**src/rtl/core/pac_pkg.sv**
```systemverilog
// ----------------------------------------------------------------------------
// pac_pkg
// Shared widths, codes and the command type of the page allocation checker.
// ----------------------------------------------------------------------------
package pac_pkg;

  // field widths
  localparam int ADDR_W   = 32;
  localparam int ACTION_W = 2;
  localparam int COUNT_W  = 11;
  localparam int STATUS_W = 2;
  localparam int PAGE_W   = 2;

  // parameter defaults
  localparam int NUM_PAGES_DEF = 1024;
  localparam int PAGE_SIZE_DEF = 32'h1000;

  // depth of the command queue between front and back
  localparam int QUEUE_DEPTH = 2;

  // record actions (the unused code behaves as a free)
  localparam logic [ACTION_W-1:0] ACT_ALLOC = 2'd0;
  localparam logic [ACTION_W-1:0] ACT_FREE  = 2'd1;
  localparam logic [ACTION_W-1:0] ACT_READ  = 2'd2;

  // result status codes
  localparam logic [STATUS_W-1:0] ST_OK       = 2'd0;
  localparam logic [STATUS_W-1:0] ST_CONFLICT = 2'd1;
  localparam logic [STATUS_W-1:0] ST_RANGE    = 2'd2;
  localparam logic [STATUS_W-1:0] ST_HALTED   = 2'd3;

  // page states
  localparam logic [PAGE_W-1:0] PG_FREE     = 2'd0;
  localparam logic [PAGE_W-1:0] PG_ALLOC    = 2'd1;
  localparam logic [PAGE_W-1:0] PG_CONFLICT = 2'd2;

  // classified record handed from front to back (page index travels beside it)
  typedef struct packed {
    logic               is_read;
    logic               is_alloc;
    logic               oor;
    logic [COUNT_W-1:0] count;
    logic               last;
  } cmd_ctrl_t;

  // back-end sequencer states
  typedef enum logic [4:0] {
    S_CLEAR = 5'b00001,
    S_IDLE  = 5'b00010,
    S_READ  = 5'b00100,
    S_WALK  = 5'b01000,
    S_DONE  = 5'b10000
  } back_state_t;

endpackage

```
**src/rtl/core/pac_if.sv**
```systemverilog
// ----------------------------------------------------------------------------
// pac_in_if / pac_out_if
// Valid/ready channels for log records and for check results.
// ----------------------------------------------------------------------------
interface pac_in_if;
  import pac_pkg::*;

  logic                valid;
  logic                ready;
  logic [ACTION_W-1:0] action;
  logic [ADDR_W-1:0]   page_address;
  logic [COUNT_W-1:0]  page_count;
  logic                last_record;

  modport source (output valid, action, page_address, page_count, last_record,
                  input ready);
  modport sink   (input valid, action, page_address, page_count, last_record,
                  output ready);
endinterface

interface pac_out_if;
  import pac_pkg::*;

  logic                valid;
  logic                ready;
  logic [STATUS_W-1:0] status;
  logic [PAGE_W-1:0]   page_value;
  logic                end_reached;

  modport source (output valid, status, page_value, end_reached, input ready);
  modport sink   (input valid, status, page_value, end_reached, output ready);
endinterface

```
**src/rtl/core/page_allocation_checker_top.sv**
```systemverilog
// ----------------------------------------------------------------------------
// page_allocation_checker_top
// Replays allocate, free and read records against a table of page states.
//
// in_ch carries one log record per transfer (action, page_address,
// page_count, last_record); out_ch returns one result per record (status,
// page_value, end_reached) in record order. cfg_we/cfg_wdata write the base
// address; the user must write it only while no record is in flight, which
// the block itself does not enforce.
// The back end takes a record from the queue, walks its run, reads its page
// or settles it without the table, and loads the result; it takes a new
// record only once that result is in the output register. The page table
// has one read and one write port and the walk writes one page and reads
// the next per cycle. A two-entry queue lets records be accepted while the
// back end walks a run or a result waits for out_ch.ready; when the queue
// is full in_ch.ready drops. A stalled result holds in the output register
// and holds the back end once its walk is done. After reset the page table
// is cleared to free, one page per cycle; in_ch.ready stays low until then.
// PAGE_SIZE must be a power of two; the block itself does not enforce it.
// ----------------------------------------------------------------------------
module page_allocation_checker_top #(
  parameter int NUM_PAGES = pac_pkg::NUM_PAGES_DEF,
  parameter int PAGE_SIZE = pac_pkg::PAGE_SIZE_DEF
) (
  input  logic                       clk,
  input  logic                       rst_n,
  input  logic                       cfg_we,
  input  logic [pac_pkg::ADDR_W-1:0] cfg_wdata,
  pac_in_if.sink                     in_ch,
  pac_out_if.source                  out_ch
);
  import pac_pkg::*;

  localparam int IDX_W  = $clog2(NUM_PAGES);
  localparam int CMD_W  = $bits(cmd_ctrl_t) + IDX_W;

  logic             init_done;
  logic             fq_valid, fq_ready;
  cmd_ctrl_t        fq_ctrl;
  logic [IDX_W-1:0] fq_idx;
  logic             bq_valid, bq_ready;
  cmd_ctrl_t        bq_ctrl;
  logic [IDX_W-1:0] bq_idx;
  logic [CMD_W-1:0] fq_data, bq_data;

  // front: base address, page index and classification
  pac_front #(
    .NUM_PAGES (NUM_PAGES),
    .PAGE_SIZE (PAGE_SIZE)
  ) u_front (
    .clk       (clk),
    .rst_n     (rst_n),
    .cfg_we    (cfg_we),
    .cfg_wdata (cfg_wdata),
    .in_ch     (in_ch),
    .init_done (init_done),
    .q_valid   (fq_valid),
    .q_ready   (fq_ready),
    .q_ctrl    (fq_ctrl),
    .q_idx     (fq_idx)
  );

  // command queue between front and back
  assign fq_data = {fq_ctrl, fq_idx};

  pac_cmd_queue #(
    .DATA_W (CMD_W)
  ) u_queue (
    .clk       (clk),
    .rst_n     (rst_n),
    .in_valid  (fq_valid),
    .in_ready  (fq_ready),
    .in_data   (fq_data),
    .out_valid (bq_valid),
    .out_ready (bq_ready),
    .out_data  (bq_data)
  );

  assign bq_ctrl = bq_data[CMD_W-1:IDX_W];
  assign bq_idx  = bq_data[IDX_W-1:0];

  // back: page table walk and results
  pac_back #(
    .NUM_PAGES (NUM_PAGES)
  ) u_back (
    .clk       (clk),
    .rst_n     (rst_n),
    .q_valid   (bq_valid),
    .q_ready   (bq_ready),
    .q_ctrl    (bq_ctrl),
    .q_idx     (bq_idx),
    .init_done (init_done),
    .out_ch    (out_ch)
  );

endmodule

```
**src/rtl/core/pac_front.sv**
```systemverilog
// ----------------------------------------------------------------------------
// pac_front
// Holds the base address, turns a record's address into a page index and
// classifies the record as read or run, in range or out of range.
// ----------------------------------------------------------------------------
module pac_front #(
  parameter int NUM_PAGES = pac_pkg::NUM_PAGES_DEF,
  parameter int PAGE_SIZE = pac_pkg::PAGE_SIZE_DEF,
  localparam int IDX_W    = $clog2(NUM_PAGES)
) (
  input  logic                      clk,
  input  logic                      rst_n,
  input  logic                      cfg_we,
  input  logic [pac_pkg::ADDR_W-1:0] cfg_wdata,
  pac_in_if.sink                    in_ch,
  input  logic                      init_done,
  output logic                      q_valid,
  input  logic                      q_ready,
  output pac_pkg::cmd_ctrl_t        q_ctrl,
  output logic [IDX_W-1:0]          q_idx
);
  import pac_pkg::*;

  // page size is a power of two, so the divide is a shift
  localparam int PAGE_SHIFT = $clog2(PAGE_SIZE);
  localparam logic [ADDR_W:0] PAGE_LIMIT = (ADDR_W+1)'(NUM_PAGES);

  logic [ADDR_W-1:0] base_r;
  logic              below;
  logic              is_read;
  logic [ADDR_W-1:0] offset;
  logic [ADDR_W-1:0] page_idx;
  logic [ADDR_W:0]   run_end;
  logic              oor;

  // base address register
  always_ff @(posedge clk) begin
    if (!rst_n) begin
      base_r <= '0;
    end else if (cfg_we) begin
      base_r <= cfg_wdata;
    end
  end

  // page index and range check
  assign below    = in_ch.page_address < base_r;
  assign offset   = in_ch.page_address - base_r;
  assign page_idx = offset >> PAGE_SHIFT;
  assign run_end  = {1'b0, page_idx} + (ADDR_W+1)'(in_ch.page_count);
  assign is_read  = (in_ch.action == ACT_READ);

  always_comb begin
    if (below) begin
      oor = 1'b1;
    end else if (is_read) begin
      oor = ({1'b0, page_idx} >= PAGE_LIMIT);
    end else begin
      oor = (run_end > PAGE_LIMIT);
    end
  end

  // classified record into the queue, held off during the table clear
  assign q_ctrl.is_read  = is_read;
  assign q_ctrl.is_alloc = (in_ch.action == ACT_ALLOC);
  assign q_ctrl.oor      = oor;
  assign q_ctrl.count    = in_ch.page_count;
  assign q_ctrl.last     = in_ch.last_record;
  assign q_idx           = page_idx[IDX_W-1:0];
  assign q_valid         = in_ch.valid && init_done;
  assign in_ch.ready     = q_ready && init_done;

endmodule

```
**src/rtl/core/pac_cmd_queue.sv**
```systemverilog
// ----------------------------------------------------------------------------
// pac_cmd_queue
// Small first-in first-out queue of classified records between front and back.
// ----------------------------------------------------------------------------
module pac_cmd_queue #(
  parameter int DATA_W = 8
) (
  input  logic              clk,
  input  logic              rst_n,
  input  logic              in_valid,
  output logic              in_ready,
  input  logic [DATA_W-1:0] in_data,
  output logic              out_valid,
  input  logic              out_ready,
  output logic [DATA_W-1:0] out_data
);
  import pac_pkg::*;

  // depth is a power of two, so the pointers wrap on their own
  localparam int PTR_W = $clog2(QUEUE_DEPTH);
  localparam int CNT_W = $clog2(QUEUE_DEPTH + 1);

  logic [DATA_W-1:0] entry_r [QUEUE_DEPTH];
  logic [PTR_W-1:0]  wr_ptr_r, wr_ptr_nxt;
  logic [PTR_W-1:0]  rd_ptr_r, rd_ptr_nxt;
  logic [CNT_W-1:0]  cnt_r, cnt_nxt;
  logic              push, pop;

  assign in_ready  = (cnt_r != CNT_W'(QUEUE_DEPTH));
  assign out_valid = (cnt_r != '0);
  assign out_data  = entry_r[rd_ptr_r];
  assign push      = in_valid && in_ready;
  assign pop       = out_valid && out_ready;

  // pointer and fill count update
  always_comb begin
    wr_ptr_nxt = push ? wr_ptr_r + PTR_W'(1) : wr_ptr_r;
    rd_ptr_nxt = pop ? rd_ptr_r + PTR_W'(1) : rd_ptr_r;
    cnt_nxt    = cnt_r;
    if (push && !pop) begin
      cnt_nxt = cnt_r + CNT_W'(1);
    end else if (pop && !push) begin
      cnt_nxt = cnt_r - CNT_W'(1);
    end
  end

  always_ff @(posedge clk) begin
    if (!rst_n) begin
      wr_ptr_r <= '0;
      rd_ptr_r <= '0;
      cnt_r    <= '0;
    end else begin
      wr_ptr_r <= wr_ptr_nxt;
      rd_ptr_r <= rd_ptr_nxt;
      cnt_r    <= cnt_nxt;
    end
  end

  // entry storage
  always_ff @(posedge clk) begin
    if (push) begin
      entry_r[wr_ptr_r] <= in_data;
    end
  end

endmodule

```
**src/rtl/core/pac_back.sv**
```systemverilog
// ----------------------------------------------------------------------------
// pac_back
// Page table and sequencer: clears the table after reset, walks each run one
// page per cycle, serves reads and keeps the sticky flags and the result.
// ----------------------------------------------------------------------------
module pac_back #(
  parameter int NUM_PAGES = pac_pkg::NUM_PAGES_DEF,
  localparam int IDX_W    = $clog2(NUM_PAGES)
) (
  input  logic               clk,
  input  logic               rst_n,
  input  logic               q_valid,
  output logic               q_ready,
  input  pac_pkg::cmd_ctrl_t q_ctrl,
  input  logic [IDX_W-1:0]   q_idx,
  output logic               init_done,
  pac_out_if.source          out_ch
);
  import pac_pkg::*;

  localparam logic [IDX_W-1:0] LAST_PAGE = IDX_W'(NUM_PAGES - 1);

  // page table
  logic [PAGE_W-1:0] mem [NUM_PAGES];
  logic              mem_we, mem_re;
  logic [IDX_W-1:0]  mem_waddr, mem_raddr;
  logic [PAGE_W-1:0] mem_wdata;
  logic [PAGE_W-1:0] mem_rdata_r;

  back_state_t        state_r, state_nxt;
  cmd_ctrl_t          cmd_r, cmd_nxt;
  logic [IDX_W-1:0]   cur_r, cur_nxt;
  logic [COUNT_W-1:0] rem_r, rem_nxt;
  logic               hit_r, hit_nxt;
  logic [IDX_W-1:0]   clr_r, clr_nxt;
  logic               conflict_flag_r, conflict_flag_nxt;
  logic               range_flag_r, range_flag_nxt;
  logic               end_flag_r, end_flag_nxt;
  logic [STATUS_W-1:0] res_status_r, res_status_nxt;
  logic [PAGE_W-1:0]  res_value_r, res_value_nxt;
  logic               res_end_r, res_end_nxt;
  logic               out_valid_r, out_valid_nxt;
  logic [STATUS_W-1:0] out_status_r, out_status_nxt;
  logic [PAGE_W-1:0]  out_value_r, out_value_nxt;
  logic               out_end_r, out_end_nxt;
  logic               halted;
  logic [PAGE_W-1:0]  page_new;
  logic               page_hit;
  logic               hit_any;

  assign halted    = conflict_flag_r || range_flag_r || end_flag_r;
  assign hit_any   = hit_r || page_hit;
  assign init_done = (state_r != S_CLEAR);

  // page transition for the run being walked
  always_comb begin
    page_hit = 1'b0;
    if (cmd_r.is_alloc && mem_rdata_r == PG_FREE) begin
      page_new = PG_ALLOC;
    end else if (!cmd_r.is_alloc && mem_rdata_r == PG_ALLOC) begin
      page_new = PG_FREE;
    end else begin
      page_new = PG_CONFLICT;
      page_hit = 1'b1;
    end
  end

  // sequencer
  always_comb begin
    state_nxt         = state_r;
    cmd_nxt           = cmd_r;
    cur_nxt           = cur_r;
    rem_nxt           = rem_r;
    hit_nxt           = hit_r;
    clr_nxt           = clr_r;
    conflict_flag_nxt = conflict_flag_r;
    range_flag_nxt    = range_flag_r;
    end_flag_nxt      = end_flag_r;
    res_status_nxt    = res_status_r;
    res_value_nxt     = res_value_r;
    res_end_nxt       = res_end_r;
    out_valid_nxt     = out_valid_r && !out_ch.ready;
    out_status_nxt    = out_status_r;
    out_value_nxt     = out_value_r;
    out_end_nxt       = out_end_r;
    q_ready           = 1'b0;
    mem_we            = 1'b0;
    mem_waddr         = cur_r;
    mem_wdata         = page_new;
    mem_re            = 1'b0;
    mem_raddr         = q_idx;

    unique case (state_r)
      // one table entry per cycle back to free
      S_CLEAR: begin
        mem_we    = 1'b1;
        mem_waddr = clr_r;
        mem_wdata = PG_FREE;
        clr_nxt   = clr_r + IDX_W'(1);
        if (clr_r == LAST_PAGE) begin
          state_nxt = S_IDLE;
        end
      end

      // take a record and decide how it is served
      S_IDLE: begin
        q_ready = 1'b1;
        if (q_valid) begin
          cmd_nxt        = q_ctrl;
          cur_nxt        = q_idx;
          rem_nxt        = q_ctrl.count;
          hit_nxt        = 1'b0;
          res_status_nxt = ST_OK;
          res_value_nxt  = PG_FREE;
          res_end_nxt    = end_flag_r;
          if (q_ctrl.is_read) begin
            if (q_ctrl.oor) begin
              res_status_nxt = ST_RANGE;
              state_nxt      = S_DONE;
            end else begin
              mem_re    = 1'b1;
              state_nxt = S_READ;
            end
          end else if (halted) begin
            res_status_nxt = ST_HALTED;
            state_nxt      = S_DONE;
          end else if (q_ctrl.oor) begin
            range_flag_nxt = 1'b1;
            res_status_nxt = ST_RANGE;
            state_nxt      = S_DONE;
          end else if (q_ctrl.count == '0) begin
            end_flag_nxt = end_flag_r || q_ctrl.last;
            res_end_nxt  = end_flag_r || q_ctrl.last;
            state_nxt    = S_DONE;
          end else begin
            mem_re    = 1'b1;
            state_nxt = S_WALK;
          end
        end
      end

      // read data of one page is back
      S_READ: begin
        res_value_nxt = mem_rdata_r;
        state_nxt     = S_DONE;
      end

      // update the current page and fetch the next
      S_WALK: begin
        mem_we  = 1'b1;
        hit_nxt = hit_any;
        if (rem_r == COUNT_W'(1)) begin
          conflict_flag_nxt = conflict_flag_r || hit_any;
          res_status_nxt    = hit_any ? ST_CONFLICT : ST_OK;
          end_flag_nxt      = end_flag_r || cmd_r.last;
          res_end_nxt       = end_flag_r || cmd_r.last;
          state_nxt         = S_DONE;
        end else begin
          mem_re    = 1'b1;
          mem_raddr = cur_r + IDX_W'(1);
          cur_nxt   = cur_r + IDX_W'(1);
          rem_nxt   = rem_r - COUNT_W'(1);
        end
      end

      // hand the result to the output register once it is free
      S_DONE: begin
        if (!out_valid_r || out_ch.ready) begin
          out_valid_nxt  = 1'b1;
          out_status_nxt = res_status_r;
          out_value_nxt  = res_value_r;
          out_end_nxt    = res_end_r;
          state_nxt      = S_IDLE;
        end
      end

      default: begin
        state_nxt = S_IDLE;
      end
    endcase
  end

  // control registers
  always_ff @(posedge clk) begin
    if (!rst_n) begin
      state_r         <= S_CLEAR;
      clr_r           <= '0;
      conflict_flag_r <= 1'b0;
      range_flag_r    <= 1'b0;
      end_flag_r      <= 1'b0;
      out_valid_r     <= 1'b0;
    end else begin
      state_r         <= state_nxt;
      clr_r           <= clr_nxt;
      conflict_flag_r <= conflict_flag_nxt;
      range_flag_r    <= range_flag_nxt;
      end_flag_r      <= end_flag_nxt;
      out_valid_r     <= out_valid_nxt;
    end
  end

  // payload registers
  always_ff @(posedge clk) begin
    cmd_r        <= cmd_nxt;
    cur_r        <= cur_nxt;
    rem_r        <= rem_nxt;
    hit_r        <= hit_nxt;
    res_status_r <= res_status_nxt;
    res_value_r  <= res_value_nxt;
    res_end_r    <= res_end_nxt;
    out_status_r <= out_status_nxt;
    out_value_r  <= out_value_nxt;
    out_end_r    <= out_end_nxt;
  end

  // page table ports, read data registered
  always_ff @(posedge clk) begin
    if (mem_we) begin
      mem[mem_waddr] <= mem_wdata;
    end
    if (mem_re) begin
      mem_rdata_r <= mem[mem_raddr];
    end
  end

  // result channel
  assign out_ch.valid       = out_valid_r;
  assign out_ch.status      = out_status_r;
  assign out_ch.page_value  = out_value_r;
  assign out_ch.end_reached = out_end_r;

  // no result leaves while the table is being cleared
  a_clear_quiet: assert property (@(posedge clk) disable iff (!rst_n)
    (state_r == S_CLEAR) |-> !out_valid_r)
    else $error("result valid during table clear");

  // a run is only walked while no flag halts the block
  a_walk_not_halted: assert property (@(posedge clk) disable iff (!rst_n)
    (state_r == S_WALK) |-> !(conflict_flag_r || range_flag_r || end_flag_r))
    else $error("page walk while halted");

  // the walk always has pages left
  a_walk_count: assert property (@(posedge clk) disable iff (!rst_n)
    (state_r == S_WALK) |-> (rem_r != '0))
    else $error("page walk with empty run");

  // sticky flags never drop
  a_conflict_sticky: assert property (@(posedge clk) disable iff (!rst_n)
    conflict_flag_r |=> conflict_flag_r)
    else $error("conflict flag dropped");

  a_range_sticky: assert property (@(posedge clk) disable iff (!rst_n)
    range_flag_r |=> range_flag_r)
    else $error("range flag dropped");

endmodule

```
**src/flat_wrapper.sv**
```systemverilog
// flat-port wrapper written by rule: the top's interface ports become plain ports
module page_allocation_checker_top_flat import pac_pkg::*;
#(
  parameter int NUM_PAGES = pac_pkg::NUM_PAGES_DEF,
  parameter int PAGE_SIZE = pac_pkg::PAGE_SIZE_DEF
)
  (clk, rst_n, cfg_we, cfg_wdata, in_ch_valid, in_ch_action, in_ch_page_address, in_ch_page_count, in_ch_last_record, in_ch_ready, out_ch_valid, out_ch_status, out_ch_page_value, out_ch_end_reached, out_ch_ready);
  pac_in_if in_ch_i ();
  pac_out_if out_ch_i ();
  input  logic clk;
  input  logic rst_n;
  input  logic cfg_we;
  input  logic [pac_pkg::ADDR_W-1:0] cfg_wdata;
  input wire logic [$bits(in_ch_i.valid)-1:0] in_ch_valid;
  input wire logic [$bits(in_ch_i.action)-1:0] in_ch_action;
  input wire logic [$bits(in_ch_i.page_address)-1:0] in_ch_page_address;
  input wire logic [$bits(in_ch_i.page_count)-1:0] in_ch_page_count;
  input wire logic [$bits(in_ch_i.last_record)-1:0] in_ch_last_record;
  output wire logic [$bits(in_ch_i.ready)-1:0] in_ch_ready;
  output wire logic [$bits(out_ch_i.valid)-1:0] out_ch_valid;
  output wire logic [$bits(out_ch_i.status)-1:0] out_ch_status;
  output wire logic [$bits(out_ch_i.page_value)-1:0] out_ch_page_value;
  output wire logic [$bits(out_ch_i.end_reached)-1:0] out_ch_end_reached;
  input wire logic [$bits(out_ch_i.ready)-1:0] out_ch_ready;
  assign in_ch_i.valid = in_ch_valid;
  assign in_ch_i.action = in_ch_action;
  assign in_ch_i.page_address = in_ch_page_address;
  assign in_ch_i.page_count = in_ch_page_count;
  assign in_ch_i.last_record = in_ch_last_record;
  assign in_ch_ready = in_ch_i.ready;
  assign out_ch_valid = out_ch_i.valid;
  assign out_ch_status = out_ch_i.status;
  assign out_ch_page_value = out_ch_i.page_value;
  assign out_ch_end_reached = out_ch_i.end_reached;
  assign out_ch_i.ready = out_ch_ready;
  page_allocation_checker_top #(.NUM_PAGES(NUM_PAGES), .PAGE_SIZE(PAGE_SIZE)) u_core (.clk(clk), .rst_n(rst_n), .cfg_we(cfg_we), .cfg_wdata(cfg_wdata), .in_ch(in_ch_i), .out_ch(out_ch_i));
endmodule
```
**config.mk**
```make
export PLATFORM = sky130hd
export DESIGN_NAME = page_allocation_checker_top_flat
export DESIGN_NICKNAME = d
export VERILOG_FILES = /design/src/rtl/core/pac_pkg.sv /design/src/rtl/core/pac_if.sv /design/src/rtl/core/page_allocation_checker_top.sv /design/src/rtl/core/pac_front.sv /design/src/rtl/core/pac_cmd_queue.sv /design/src/rtl/core/pac_back.sv /design/src/flat_wrapper.sv
export SDC_FILE = /design/constraint.sdc
export NUM_CORES = 2
export LEC_CHECK = 0
export ABC_AREA = 1
export BUFFER_PORTS_ARGS = -buffer_cell sky130_fd_sc_hd__buf_2
export CAP_MARGIN = 20
export CELL_PAD_IN_SITES_DETAIL_PLACEMENT = 0
export CELL_PAD_IN_SITES_GLOBAL_PLACEMENT = 1
export CORE_UTILIZATION = 30
export CTS_CLUSTER_DIAMETER = 120
export DETAILED_ROUTE_END_ITERATION = 16
export PLACE_DENSITY_LB_ADDON = 0.1
export RECOVER_POWER = 50
export SYNTH_ARGS = -nofsm -noshare
export SYNTH_HDL_FRONTEND = slang
export SYNTH_SLANG_ARGS = --single-unit
```
**constraint.sdc**
```tcl
create_clock -name clk -period 43.2 [get_ports clk]
set_input_delay 10.8 -clock clk [delete_from_list [all_inputs] [get_ports clk]]
set_output_delay 10.8 -clock clk [all_outputs]
set_load 0.05 [all_outputs]
```
==> impl_metrics.toml <==
[outcome]
status = "finished, violations left"
violations = "max-capacitance violations, max-slew violations"

[routing]
antenna_left = 0
first_iter_violations = 5132
routed_via_density = 4.80
drc = 0
finalWirelength_mm = 348
dr.pass1.iters = 6
wl_per_cell_um = 23.7
vias = 70500

[placement]
gp_congestion = 0.793
dp_slack_ns = 27.53
dpl_cell_area_um2 = 105000
place_inst = 14200
portBuffers = 89
hpwl_mm = 190

[logic_synthesis]
avgSynthCellArea_um2 = 9.73
synth_edf_count = 2134
synthesis.area_um2 = 99800
syn_inst = 10300
yosysTopAreaCellShare_pct = 64.2
ys_warn_count = 0
ys_ff_latch = 2190
synth_area_leaders = "edfxtp_1 (64%), nand2_1 (11%), nand3_1 (7.4%), inv_1 (4.4%), nor2_1 (4.3%)"
synth_flop_cell = "edfxtp_1"
synthArstFlopShare_pct = 0
synth.largest_area_cell = "edfxtp_1"
ys_seq_area_share_pct = 65.3
netlist-cell-type-count = 51
syn-num-nets = 10400

[timing]
rsz0062_at_grt = "false"
slew_headroom_pct = -632
tns_ns = 0
final_hold_viol_count = 0
tightest_slew_ns = 10.99
period_share_pct = 35.3
whs_ns = 0.463
fin_skew_ns = 0.0310
timing.fmax_mhz = 65.6
drv_slew = 2133
final-setup-viol-count = 0
finalWorstSetupSlack_ns = 27.96
finalCriticalPeriod_ns = 15.24

[floorplanning]
core_area_um2 = 331000
initial_core_util_pct = 30.2
io_pins = 90
dieArea_um2 = 335000
std_cell_rows = 211
die_y_um = 579
die_w_um = 579

[final_layout]
register_area_um2 = 65200
nNetsFinal = 10300
fillCellCount = 33900
fin_area_um2 = 113000
multi_input_area_um2 = 27600
drive_above_1_share_pct = 6.07
instances_no_fill = 14700
final_cell_mix = "nand2_1 (2915), edfxtp_1 (2134), nand3_1 (1467)"
final_common_cell = "nand2_1"
area_growth_pct = 12.8

[clocking]
cts_setup_buffers = 0
clock_latency_ns = 0.89
cts_tree = "yes"
cts.sinks = 2190
htree_levels = 5
cts-resized-gates = 0
cts_buffer_depth = 4
cts_buffers = 267
clk_pin_slew_ns = 0.06
clock_tree.root_cell = "clkbuf_16"
postCtsHoldBufs = 0

[global_routing]
grt_usage_pct = 20.6
grt_pass1_wl_mm = 501
grt_max_degree = 216
antenna_found_initial = 20
grt_overflow = 0
grt_pass1_vias = 71200

[critical_path]
cp-start-kind = "flop"
end_kind = "flop"
path_class = "flop to flop"
crit_required_ns = 43.27
crit_fanout = 215
crit_arrival_ns = 15.31

[worst_hold_path]
hp-class = "flop to flop"

[pwr]
power_density_nw_per_um2 = 51.7
p_leak_nw = 43.2
ir_drop_mv = 0.0286

[run]
maxCapViolCount = 36
-- logic make-up after synthesis --
family / synth area share [%]
buffers and inverters: 7.43
AO/OA/AOI/OAI: 2.94
XOR/XNOR: 0.298
adder cells (fa/ha/maj): 0.634
flip-flops: 65.3
multiplexers: 0.232
AND/OR/NAND/NOR: 23.2
-- flip-flops by register name, summed over array words and instances, names as in the netlist, 5 cells and up, named ones only --
signal                  cells
u_core.u_back.rem_r        11
u_core.u_back.cur_r        10
u_core.u_back.clr_r        10
u_core.u_front.base_r      32
u_core.u_back.mem        2048
u_core.u_queue.entry_r     50
u_core.u_back.state_r       5
-- cells in the mapped netlist, drive strengths merged (2+ instances only) --
cell type  instances
nor3b              2
a211oi             2
nand4             10
a31oi              4
mux2i             13
mux2               9
clkbuf           225
nor2            1152
o211ai           126
ha                49
nor4              11
xor2              23
o21ai            252
or2                6
and3               2
a21o               6
inv             1174
nor3              19
nand3           1480
nand2           2936
a21oi            103
buf              435
o21bai             5
a21boi             3
xnor2             11
clkinv             2
edfxtp          2134
dfxtp             56
-- critical path, stage by stage (launching register included) --
cell      delay, ns
dfxtp_1        0.35
nor2_1         0.06
nand2_1        0.08
nor3_1         0.21
nor2_4         0.15
clkbuf_1       7.41
clkbuf_1       3.04
clkbuf_1       3.00
-- final cells by class --
| cell class | instances | share of cell area, % |
|---|---|---|
| Antenna cell | 4 | 0.00889 |
| Clock buffer | 343 | 6.49 |
| Clock inverter | 117 | 0.909 |
| Inverter | 1176 | 3.94 |
| Multi-Input combinational cell | 6234 | 24.5 |
| Sequential cell | 2190 | 57.9 |
| Tap cell | 4366 | 4.85 |
| Timing Repair Buffer | 250 | 1.46 |
-- power breakdown --
group          switching [mW]  internal, mW
clock                   0.895          1.30
combinational           0.932         0.250
sequential            0.00430          2.44
total                    1.83          3.99
-- final timing paths --
| path | startpoint | to | slack [ns] | cells after the start |
|---|---|---|---|---|
| hold reg to reg | u_core.u_front.base_r[20]$_SDFFE_PN0P_ | u_core.u_front.base_r[20]$_SDFFE_PN0P_ | 0.46 | 2 |
| setup / recovery | u_core.u_back.state_r[3]$_SDFFE_PN0P_ | u_core.u_back.mem[34][0]$_DFFE_PP_ | 27.96 | 7 |
| hold / removal | u_core.u_front.base_r[20]$_SDFFE_PN0P_ | u_core.u_front.base_r[20]$_SDFFE_PN0P_ | 0.46 | 2 |
| setup reg to reg | u_core.u_back.state_r[3]$_SDFFE_PN0P_ | u_core.u_back.mem[34][0]$_DFFE_PP_ | 27.96 | 7 |
-- stage by stage --
| stage | utilization, % | total power [mW] |
|---|---|---|
| after floorplan | - | 3.30 |
| after global placement | 31.6 | 3.70 |
| after detailed placement | 31.6 | 3.69 |
| after CTS | 34.1 | 5.91 |
| after global routing | 34.0 | 6.08 |
| final | 34.0 | 5.83 |
-- routing by layer --
layer,up-vias,global-route usage [%],share of wire [%]
met5,-,0,0
met3,352,2.48,4.1
met1,35100,27.6,46
met4,0,4.28,2.1
li1,33600,-,-
met2,1423,35.6,48
No activity file was read; power rests on OpenSTA's default activity.
